### src/cell_grid_store_with_activity_tracking_assert.svh
// Assertion macros used by the cell grid store controller.
`ifndef CELL_GRID_STORE_WITH_ACTIVITY_TRACKING_ASSERT_SVH
`define CELL_GRID_STORE_WITH_ACTIVITY_TRACKING_ASSERT_SVH

// The consequent must hold in the same cycle as the antecedent.
`define CGS_ASSERT_HOLDS(label, clk, rst, ante, cons, msg) \
   label: assert property (@(posedge clk) disable iff (rst) (ante) |-> (cons)) \
      else $error(msg);

// The consequent must hold in the cycle after the antecedent.
`define CGS_ASSERT_NEXT(label, clk, rst, ante, cons, msg) \
   label: assert property (@(posedge clk) disable iff (rst) (ante) |=> (cons)) \
      else $error(msg);

`endif

### src/cgs_pkg.sv
// Shared constants, request codes and controller/datapath interface types.
package cgs_pkg;

   localparam int DEF_GRID_WIDTH  = 128;
   localparam int DEF_GRID_HEIGHT = 64;
   localparam int DEF_FRAME_BITS  = 16;

   localparam int REQ_TYPE_W = 2;
   localparam int COORD_W    = 8;
   localparam int MATERIAL_W = 8;
   localparam int FRAME_IN_W = 16;
   localparam int COUNT_W    = 14;

   localparam logic [COUNT_W-1:0] COUNT_MAX = '1;

   localparam logic [REQ_TYPE_W-1:0] REQ_READ  = 2'd0;
   localparam logic [REQ_TYPE_W-1:0] REQ_WRITE = 2'd1;
   localparam logic [REQ_TYPE_W-1:0] REQ_MARK  = 2'd2;

   typedef struct packed {
      logic clear_en;
      logic capture;
      logic update;
      logic stamp_en;
      logic load_rsp;
   } cgs_cmd_type;

   typedef struct packed {
      logic clear_last;
      logic req_inb;
      logic req_write;
      logic stamp_last;
   } cgs_status_type;

endpackage

### src/cgs_ctrl.sv
// Controller state machine sequencing the reset sweep and each transaction.
`include "cell_grid_store_with_activity_tracking_assert.svh"

module cgs_ctrl import cgs_pkg::*; (
   input  logic           clock,
   input  logic           reset,
   input  logic           req_valid,
   output logic           req_stall,
   output logic           rsp_valid,
   input  logic           rsp_stall,
   input  cgs_status_type status,
   output cgs_cmd_type    cmd
);

   localparam logic [2:0] S_CLEAR  = 3'd0;
   localparam logic [2:0] S_IDLE   = 3'd1;
   localparam logic [2:0] S_READ   = 3'd2;
   localparam logic [2:0] S_UPDATE = 3'd3;
   localparam logic [2:0] S_STAMP  = 3'd4;
   localparam logic [2:0] S_DONE   = 3'd5;

   logic [2:0] state_ff;
   logic [2:0] state_in;
   logic       rsp_valid_ff;
   logic       rsp_valid_in;
   logic       slot_free;

   always_comb begin
      state_in  = state_ff;
      cmd       = '0;
      slot_free = !rsp_valid_ff || !rsp_stall;
      unique case (state_ff)
         S_CLEAR: begin
            cmd.clear_en = 1'b1;
            if (status.clear_last) begin
               state_in = S_IDLE;
            end
         end
         S_IDLE: begin
            if (req_valid) begin
               cmd.capture = 1'b1;
               state_in    = S_READ;
            end
         end
         S_READ: begin
            state_in = status.req_inb ? S_UPDATE : S_DONE;
         end
         S_UPDATE: begin
            cmd.update = 1'b1;
            state_in   = status.req_write ? S_STAMP : S_DONE;
         end
         S_STAMP: begin
            cmd.stamp_en = 1'b1;
            if (status.stamp_last) begin
               state_in = S_DONE;
            end
         end
         S_DONE: begin
            if (slot_free) begin
               cmd.load_rsp = 1'b1;
               state_in     = S_IDLE;
            end
         end
         default: begin
            state_in = S_CLEAR;
         end
      endcase
      if (cmd.load_rsp) begin
         rsp_valid_in = 1'b1;
      end else begin
         rsp_valid_in = rsp_valid_ff && rsp_stall;
      end
   end

   always_ff @(posedge clock) begin
      if (reset) begin
         state_ff     <= S_CLEAR;
         rsp_valid_ff <= 1'b0;
      end else begin
         state_ff     <= state_in;
         rsp_valid_ff <= rsp_valid_in;
      end
   end

   assign req_stall = (state_ff != S_IDLE);
   assign rsp_valid = rsp_valid_ff;

   `CGS_ASSERT_HOLDS(a_stamp_only_on_write, clock, reset, state_ff == S_STAMP, status.req_write && status.req_inb, "neighbour stamping for a transaction that is not an in-bounds write")
   `CGS_ASSERT_NEXT(a_stamp_runs_full_window, clock, reset, (state_ff == S_STAMP) && !status.stamp_last, state_ff == S_STAMP, "neighbour stamping left before the last window position")
   `CGS_ASSERT_NEXT(a_done_with_free_slot, clock, reset, (state_ff == S_DONE) && !rsp_valid_ff, (state_ff == S_IDLE) && rsp_valid_ff, "finished transaction not handed to an empty response register")

endmodule

### config.mk
export PLATFORM = sky130hd
export DESIGN_NAME = cgs_ctrl
export DESIGN_NICKNAME = d
export VERILOG_FILES = /design/src/cgs_pkg.sv /design/src/cgs_ctrl.sv
export VERILOG_INCLUDE_DIRS = /design/src /design/src/src
export SDC_FILE = /design/constraint.sdc
export NUM_CORES = 1
export LEC_CHECK = 0
export BUFFER_PORTS_ARGS = -buffer_cell sky130_fd_sc_hd__buf_2
export CORE_AREA = 2 2 39 41
export DETAILED_ROUTE_END_ITERATION = 16
export DIE_AREA = 0 0 41 43
export GPL_TIMING_DRIVEN = 0
export PLACE_DENSITY = 0.5
export SLEW_MARGIN = 20
export SYNTH_ARGS = -nofsm -noshare
export SYNTH_HDL_FRONTEND = slang
export SYNTH_SLANG_ARGS = --single-unit
### constraint.sdc
create_clock -name clock -period 1.15 [get_ports clock]
set_input_delay 0 -clock clock [delete_from_list [all_inputs] [get_ports clock]]
set_output_delay 0 -clock clock [all_outputs]
set_load 0.01 [all_outputs]
After elaboration in Yosys (flattened, before gate mapping)
Index checks and enable logic that the tools add are counted.

Equality and inequality tests: 10. Mux-type cells: 15. Reduce and logical (&&, ||, !) cells: 6.

Operators by type and width (number): $pmux W3 S6 (1); $mux W3 (5); $mux W1 (9); $ne A2 B2 Y1 const B (4); $eq A3 B2 Y1 const B (2); $eq A3 B3 Y1 const B (2); $reduce_and A4 Y1 (1); $eq A3 B1 Y1 const B (1); $logic_not A3 Y1 (1); $ne A3 B1 Y1 const B (1); $logic_not A1 Y1 (2); $logic_and A1 B1 Y1 (1); $logic_or A1 B1 Y1 (1).

Bits in registers: 4.

Depth between registers and ports, before layout
Gate-level depths: netlist of run 1.

Depth after elaboration: 5. Mapped depth: 5.

Worst setup path before layout of run 1
No wires, ideal clock.

Kind: register to register. From: register state_ff[0]. To: register state_ff[0]. Library setup time: 0.129 ns. Arrival time: 1.072 ns. Data required time: 1.021 ns. Setup slack: -0.050 ns. Cell stages (with the launch flop): 6. Cell sequence: dfxtp_1 buf_6 mux2i_4 o21ai_2 o2111ai_1 o41ai_2.

Longest elaborated chain between the ends: 3.

Ends and longest elaborated chain: start: declaration (line cgs_ctrl.sv:22) `logic [2:0] state_ff;`; start signal: assignment (line cgs_ctrl.sv:80) `state_ff <= state_in;`; $eq A3 B3 Y1, or another cell as far along (line cgs_ctrl.sv:32) `unique case (state_ff)`; $ne A2 B2 Y1 (no source line); $reduce_and A4 Y1 (no source line).

Several ways; a longest one is shown, not always the timed one. A chain may end at the register's enable or synchronous reset.

Worst setup path in the final report of run 1
From: register state_ff[0]. To: register state_ff[2].

The elaborated chain is that of the path after synthesis.

==> flow_metrics.py, run 1 <==
metrics = {
    "outcome": {
        "status": "finished, violations left",
        "violations": "negative setup slack",
    },
    "sta": {
        "fin_crit_ns": 1.22,
        "slew_headroom": 0.801,
        "rsz0062_at_grt": "true",
        "hold_viol": 0,
        "finalWorstSetupSlack_ns": -0.0719,
        "report.final.slew_viol_count": 0,
        "max_freq_mhz": 818,
        "period_share": 1.06,
        "clock_skew_ns": 0.000151,
        "finalSetupViolCount": 4,
        "worst_pin_slew_ns": 0.299,
    },
    "final_layout": {
        "syn_to_final_growth_pct": 64.8,
        "layout_commonest_cell": "buf_2",
        "multi_input_area_um2": 241,
        "final_area_um2": 522,
        "drive_gt1_frac": 0.732,
        "instances_no_fill": 72,
        "fillCellCount": 147,
        "antenna_cells": 0,
        "regArea_um2": 85.1,
        "fin_util": 0.377,
        "finalNetCount": 66,
        "final_cell_mix": "13 x buf_2, 4 x nand2_1, 4 x buf_4, 3 x nor3_1, 3 x clkbuf_4",
    },
    "setup_path": {
        "end_kind": "flop",
        "startpoint_type": "flop",
        "r2r-start": "state_ff[0]",
        "cp_max_fo": 8,
        "critPathKind": "flop to flop",
        "critPathRequiredTime_ns": 1.32,
        "crit_start": "state_ff[0]",
        "worst_ep_arrival_time_ns": 1.39,
        "reg2reg_depth": 5,
    },
    "power": {
        "power_uw": 957,
        "p_leak_uw": 0.000213,
        "irDropWorstVdd_v": 0.000632,
        "p_sw_frac": 0.398,
        "p_clk_frac": 0.173,
        "switching_power_uw": 381,
        "combPwrFrac": 0.613,
        "power.density_nw_per_um2": 1830,
        "power.internal_uw": 576,
        "seqPwrFrac": 0.214,
    },
    "floorplanning": {
        "rows": 14,
        "core_um2": 1380,
        "die-width_um": 41,
        "ios": 15,
        "die_h_um": 43,
        "die_area_um2": 1760,
        "initial_utilization": 0.229,
    },
    "clocking": {
        "cts_max_path_buffers": 2,
        "cts_buffers": 3,
        "cts-root-buf": "clkbuf_4",
        "clock_sinks": 4,
        "clkTransAtPathRegs_ns": 0.04,
        "clk_latency_ns": 0.23,
        "htree_num_levels": 1,
        "cts_tree": "done",
    },
    "drt": {
        "via_per_inst": 4.67,
        "vias": 336,
        "drt_pre_antenna_iters": 2,
        "wl_um": 783,
        "drc": 0,
        "postRouteAntennaNets": 0,
        "detail_route.iter0.violations": 2,
        "wl_per_cell_um": 10.9,
    },
    "placed_design": {
        "dpl_cell_area_um2": 407,
        "post-place-ws_ns": -0.106,
        "port_buffers": 14,
        "gp_congestion": 0.704,
        "dp_hpwl_um": 573,
        "placed_cells": 65,
    },
    "yosys": {
        "synth_cells": 35,
        "async_flop_share": 0,
        "ys.flop_type": "dfxtp_1",
        "netlist_area_um2": 317,
        "syn_nets": 43,
        "synth_cell_type_count": 21,
        "synth_edf_count": 0,
        "yosysWarnings": 0,
        "yosysSeqAreaShare": 0.253,
        "synth_seq_cells": 4,
        "synth.avg_cell_area_um2": 9.04,
    },
    "worst_hold_path": {
        "min_from": "reset",
        "whs_path_depth": 2,
        "hp-class": "input pin to flop",
    },
    "global_route": {
        "grt_usage": 0.109,
        "grt_pass1_wl_um": 1280,
        "antenna_found_initial": 0,
        "grt_overflow_total": 0,
        "grt_max_degree": 9,
        "grt_pass1_vias": 312,
    },
    "job": {
        "max_cap_violations": 0,
    },
}
[routing by layer]
| metal | wire length (µm) | track usage |
|---|---|---|
| met5 | 0 | 0 |
| met3 | 65 | 0.0628 |
| met2 | 348 | 0.144 |
| met4 | 0 | 0.0400 |
| met1 | 369 | 0.145 |
[synth_stat cells (all sizes together), types with 2 or more instances]
library cell,number,area (µm²)
nand2,5,18.8
dfxtp,4,80.1
inv,4,15.0
nor3,4,20.0
a21oi,3,18.8
buf,2,22.5
nor2,2,17.5
[power by group through the flow]
stage,Sequential (µW),Clock [µW],Combinational (µW)
2_1_floorplan,188,0,340
3_3_place_gp,192,0,448
3_5_place_dp,192,0,445
4_1_cts,200,172,492
5_1_grt,210,186,629
6_report,205,165,587
[metrics by stage]
stage               hold WS, ns  setup TNS (ns)
floorplan                0.0691         -0.0336
global placement          0.264          -0.204
detailed placement        0.256          -0.197
CTS                      0.0143          -0.285
global route             0.0244          -0.581
finish                   0.0279          -0.198
[what timing repair did]
item                                    CTS  global route
pin swaps                                 2             2
hold buffers                              0             0
setup buffers                             0             4
endpoints found under the setup margin    7             6
resized for setup                         8             7
[worst paths after layout]
path                       to  slack [ns]
setup / recovery  state_ff[2]       -0.07
hold reg to reg     rsp_valid        0.54
setup reg to reg  state_ff[2]       -0.07
hold / removal      rsp_valid        0.03
[critical path, cell delays in order, from the launching register on]
cell and delay, ns:
dfxtp_2 0.32, buf_8 0.14, buf_4 0.13, a311oi_4 0.09, or4_1 0.41, nand2_1 0.08
[sequential cells by signal, indices dropped and copies added, names as in the netlist]
name,cells
rsp_valid,1
state_ff,3
[cells by family after synthesis]
| kind of cell | count (synthesis) | share of synthesized area |
|---|---|---|
| muxes | 1 | 0.0711 |
| AOI/OAI and AO/OA | 10 | 0.312 |
| and+or+nand+nor | 14 | 0.245 |
| DFF | 4 | 0.253 |
| buffers and inverters | 6 | 0.119 |
[area by class of cell]
class,count,area share
Multi-Input combinational cell,25,0.463
Timing Repair Buffer,18,0.204
Sequential cell,4,0.163
Buffer,2,0.0504
Clock buffer,3,0.0432
Inverter,4,0.0384
Tap cell,16,0.0384
Note: power is estimated with default switching activity, not from simulation.
==> run 2, diff against run 1 <==
--- a/config.mk
+++ b/config.mk
@@ -7,11 +7,13 @@
 export NUM_CORES = 1
 export LEC_CHECK = 0
 export BUFFER_PORTS_ARGS = -buffer_cell sky130_fd_sc_hd__buf_2
+export CAP_MARGIN = 5
 export CORE_AREA = 2 2 39 41
 export DETAILED_ROUTE_END_ITERATION = 16
 export DIE_AREA = 0 0 41 43
 export GPL_TIMING_DRIVEN = 0
 export PLACE_DENSITY = 0.5
+export REMOVE_ABC_BUFFERS = 1
 export SLEW_MARGIN = 20
 export SYNTH_ARGS = -nofsm -noshare
 export SYNTH_HDL_FRONTEND = slang
==> flow_metrics.py, run 2 (synthesis gave the netlist of run 1 again) <==
metrics = {
    "power": {
        "power.density_nw_per_um2": 1880,
        "power_uw": 992,
        "p_leak_uw": 0.000212,
        "irDropWorstVdd_v": 0.000585,
    },
    "setup_path": {
        "end_kind": "flop",
        "cpLargestDelayFamily": "flip-flops",
        "crit_chain": "mux2i_4 > o21ai_2 > o2111ai_2 > o41ai_2",
        "cp_max_fo": 7,
        "reg2reg_depth": 4,
        "cp.buffers_inverters": 0,
        "cp_slowest_cell": "dfxtp_4",
        "worst_ep_arrival_time_ns": 1.29,
        "r2r-start": "state_ff[0]",
        "critPathMaxStageDelay_ns": 0.43,
        "critPathKind": "flop to flop",
        "rrSetupSlack_ns": -0.04,
        "worstReg2RegEnd": "state_ff[0]",
        "startpoint_type": "flop",
        "critPathRequiredTime_ns": 1.25,
    },
    "floorplanning": {
        "initial_utilization": 0.229,
        "core_um2": 1380,
        "rows": 14,
        "die-width_um": 41,
        "die_h_um": 43,
        "die_area_um2": 1760,
        "ios": 15,
    },
    "global_route": {
        "grt_pass1_wl_um": 1150,
        "grt_overflow_total": 0,
        "antenna_found_initial": 0,
        "grt_pass1_vias": 319,
        "grt_max_degree": 9,
        "grt_usage": 0.0995,
    },
    "clocking": {
        "hold_buffers": 0,
        "clk_latency_ns": 0.23,
        "clkTransAtPathRegs_ns": 0.03,
        "htree_num_levels": 1,
        "clock_sinks": 4,
        "cts_max_path_buffers": 2,
        "cts_buffers": 3,
        "cts_tree": "done",
        "cts-root-buf": "clkbuf_4",
    },
    "final_layout": {
        "finalNetCount": 66,
        "drive_gt1_frac": 0.732,
        "layout_commonest_cell": "buf_2",
        "antenna_cells": 0,
        "fin_util": 0.381,
        "final_cell_mix": "12 x buf_2, 5 x buf_4, 4 x nor3_1",
        "top_register": "state_ff",
        "largest_reg_flops": 3,
        "syn_to_final_growth_pct": 66.4,
        "fillCellCount": 155,
    },
    "sta": {
        "rsz0062_at_grt": "true",
        "finalSetupViolCount": 5,
        "worst_pin_slew_ns": 0.321,
        "hold_ws_ns": 0.0322,
        "hold_viol": 0,
        "max_freq_mhz": 843,
        "finalWorstSetupSlack_ns": -0.0365,
        "report.final.slew_viol_count": 0,
        "period_share": 1.03,
        "slew_headroom": 0.786,
        "fin_crit_ns": 1.19,
        "clock_skew_ns": 0.000743,
    },
    "placed_design": {
        "gp_congestion": 0.682,
        "port_buffers": 14,
        "dp_hpwl_um": 529,
    },
    "drt": {
        "via_per_inst": 4.60,
        "detail_route.iter0.violations": 1,
        "postRouteAntennaNets": 0,
        "wl_per_cell_um": 11.1,
        "drc": 0,
        "drt_pre_antenna_iters": 3,
        "wl_um": 799,
        "vias": 331,
    },
    "job": {
        "max_cap_violations": 0,
    },
    "worst_hold_path": {
        "hp-class": "input pin to flop",
        "whs_path_depth": 2,
        "min_to": "state_ff[1]",
        "min_from": "reset",
    },
    "outcome": {
        "status": "finished, violations left",
        "violations": "negative setup slack",
    },
}
run 2: worst max path at each step:
stage,startpoint,to,slack (ns),depth (start not counted)
floorplan,state_ff[0],state_ff[0],-0.21,4
global placement,state_ff[0],state_ff[0],-0.33,4
detailed placement,state_ff[0],state_ff[0],-0.34,4
CTS,state_ff[0],state_ff[0],-0.05,4
global route,state_ff[0],state_ff[0],-0.1,4
finish,state_ff[0],state_ff[0],-0.04,4
run 2: area by class of cell:
cell class / count / area, µm² / area share
clock buffer: 3 / 22.5 / 0.0428
inverter: 4 / 17.5 / 0.0333
multi-input combinational: 25 / 246 / 0.468
sequential: 4 / 88.8 / 0.169
tap: 16 / 20.0 / 0.0380
timing repair buffer: 20 / 131 / 0.249
run 2: layer usage:
metal | wire, µm | global-route usage | share of wire | vias to the layer above
met4 | 0 | 0.0600 | 0 | 0
met1 | 283 | 0.0968 | 0.35 | 151
met5 | 0 | 0 | 0 | -
li1 | - | - | - | 173
met3 | 35 | 0.0157 | 0.044 | 0
met2 | 479 | 0.178 | 0.60 | 7
run 2: repair_timing:
action | CTS | global route
pin swaps | 4 | 3
endpoints found under the setup margin | 9 | 8
buffers inserted | 4 | 2
resized for setup | 13 | 4
run 2: through the flow:
stage	TNS, ns	instance area, µm²	cells	setup WS (ns)
CTS	-0.190	487	70	-0.0525
finish	-0.0871	527	72	-0.0365
global route	-0.445	527	72	-0.0981
detailed placement	-1.25	384	63	-0.340
global placement	-1.21	384	63	-0.331
floorplan	-0.425	294	33	-0.209
run 2: power breakdown:
part           internal, µW  leakage, µW  switching, µW
Sequential              181    0.0000344           85.4
Clock                   116    0.0000138           49.6
Combinational           305     0.000164            255
Total                   602     0.000212            390
==> run 3, diff against run 2 <==
--- a/config.mk
+++ b/config.mk
@@ -12,7 +12,7 @@
 export DETAILED_ROUTE_END_ITERATION = 16
 export DIE_AREA = 0 0 41 43
 export GPL_TIMING_DRIVEN = 0
-export PLACE_DENSITY = 0.5
+export PLACE_DENSITY = 0.56
 export REMOVE_ABC_BUFFERS = 1
 export SLEW_MARGIN = 20
 export SYNTH_ARGS = -nofsm -noshare
==> constraint.sdc (replaced) <==
create_clock -name clock -period 0.96 [get_ports clock]
set_input_delay 0.192 -clock clock [delete_from_list [all_inputs] [get_ports clock]]
set_output_delay 0.192 -clock clock [all_outputs]
set_load 0.01 [all_outputs]
==> flow_metrics.py, run 3 (synthesis gave the netlist of run 1 again) <==
metrics = {
    "outcome": {
        "status": "finished, violations left",
        "violations": "negative setup slack",
    },
    "final_layout": {
        "antenna_cells": 0,
        "layout_commonest_cell": "buf_2",
        "top_register": "state_ff",
        "final_cell_mix": "13 x buf_2, 10 x buf_4, 4 x nand2_1, 4 x dfxtp_4",
        "final_area_um2": 584,
        "syn_to_final_growth_pct": 84.6,
        "finalNetCount": 72,
        "drive_gt1_frac": 0.855,
        "largest_reg_flops": 3,
    },
    "sta": {
        "rsz0062_at_grt": "true",
        "hold_ws_ns": 0.194,
        "report.final.slew_viol_count": 0,
        "clock_skew_ns": 0.0000936,
        "hold_viol": 0,
        "slew_headroom": 0.771,
        "finalWorstSetupSlack_ns": -0.300,
        "worst_pin_slew_ns": 0.343,
        "max_freq_mhz": 794,
        "period_share": 1.31,
        "fin_crit_ns": 1.26,
        "setup_tns_ns": -2.21,
        "finalSetupViolCount": 9,
    },
    "worst_hold_path": {
        "min_to": "rsp_valid",
        "min_from": "reset",
        "hp-class": "input pin to flop",
        "whs_path_depth": 2,
    },
    "drt": {
        "drt_pre_antenna_iters": 4,
        "wl_um": 1030,
        "via_per_inst": 4.78,
        "wl_per_cell_um": 13.2,
        "vias": 373,
        "detail_route.iter0.violations": 5,
        "postRouteAntennaNets": 0,
        "drc": 0,
    },
    "setup_path": {
        "critPathKind": "flop to output port",
        "cpLargestDelayFamily": "flip-flops",
        "worst_ep_arrival_time_ns": 1.07,
        "critPathMaxStageDelay_ns": 0.36,
        "r2r-start": "state_ff[0]",
        "cp.buffers_inverters": 2,
        "cp_max_fo": 4,
        "worstReg2RegEnd": "state_ff[2]",
        "rrSetupSlack_ns": -0.28,
        "reg2reg_depth": 5,
        "end_kind": "output port",
        "critPathRequiredTime_ns": 0.77,
        "crit_chain": "inv_2 > nor2_4 > nand2_2 > a21oi_2 > buf_2",
        "startpoint_type": "flop",
        "cp_slowest_cell": "dfxtp_4",
    },
    "placed_design": {
        "dp_hpwl_um": 534,
        "dpl_cell_area_um2": 384,
        "port_buffers": 14,
        "gp_congestion": 0.680,
    },
    "clocking": {
        "cts_buffers": 3,
        "clock_sinks": 4,
        "cts_tree": "done",
        "htree_num_levels": 1,
        "cts-root-buf": "clkbuf_4",
        "clkTransAtPathRegs_ns": 0.03,
        "cts_max_path_buffers": 2,
        "clk_latency_ns": 0.23,
    },
    "global_route": {
        "top_usage_layer": "met2",
        "grt_overflow_total": 0,
        "grt_pass1_wl_um": 1630,
        "grt_usage": 0.138,
        "antenna_found_initial": 0,
        "grt_pass1_vias": 376,
        "met1_usage": 0.161,
        "use_met2": 0.219,
        "grt_max_degree": 7,
        "use_met3": 0.0157,
    },
    "floorplanning": {
        "rows": 14,
        "die-width_um": 41,
        "ios": 15,
        "die_h_um": 43,
        "die_area_um2": 1760,
        "initial_utilization": 0.229,
        "core_um2": 1380,
    },
    "job": {
        "max_cap_violations": 0,
    },
    "power": {
        "irDropWorstVdd_v": 0.000844,
        "p_leak_uw": 0.000248,
        "power.density_nw_per_um2": 2160,
    },
}
==> run 3: timing repair <==
item / in CTS / in global routing
pin swaps: 4 / 4
gates resized for setup: 19 / 5
hold buffers: 0 / 0
cloned: 0 / 0
setup endpoints to repair: 10 / 11
setup buffers: 10 / 2
==> run 3: worst max-delay path by stage <==
stage | end | slack (ns) | cells past startpoint | from
6_report | cmd[0] | -0.30 | 5 | state_ff[0]
5_1_grt | state_ff[0] | -0.37 | 5 | state_ff[0]
4_1_cts | cmd[0] | -0.29 | 5 | state_ff[0]
3_5_place_dp | state_ff[0] | -0.53 | 4 | state_ff[0]
3_3_place_gp | state_ff[0] | -0.52 | 4 | state_ff[0]
2_1_floorplan | state_ff[0] | -0.40 | 4 | state_ff[0]
==> run 3: layout make-up <==
cell class	instances	area, µm²
Clock buffer	3	22.5
Fill cell	140	800
Inverter	4	17.5
Multi-Input combinational cell	25	255
Sequential cell	4	95.1
Tap cell	16	20.0
Timing Repair Buffer	26	174
==> run 3: stage by stage <==
step	worst slack [ns]	power, µW	util	instances
3_5_place_dp	-0.526	710	0.278	63
4_1_cts	-0.292	1200	0.399	76
2_1_floorplan	-0.399	581	-	33
5_1_grt	-0.368	1340	0.422	78
6_report	-0.300	1260	0.422	78
3_3_place_gp	-0.524	713	0.278	63
==> run 3: power breakdown <==
part | switching [µW] | total (µW) | internal (µW)
clock | 58.8 | 198 | 139
combinational | 387 | 789 | 401
sequential | 58.4 | 273 | 215
total | 505 | 1260 | 755
==> run 3: routing by layer <==
metal	routed length, µm	part of all wire	vias up
met5	0	0	-
met4	14	0.014	0
met3	36	0.035	2
met2	585	0.57	13
met1	392	0.38	172
li1	-	-	186
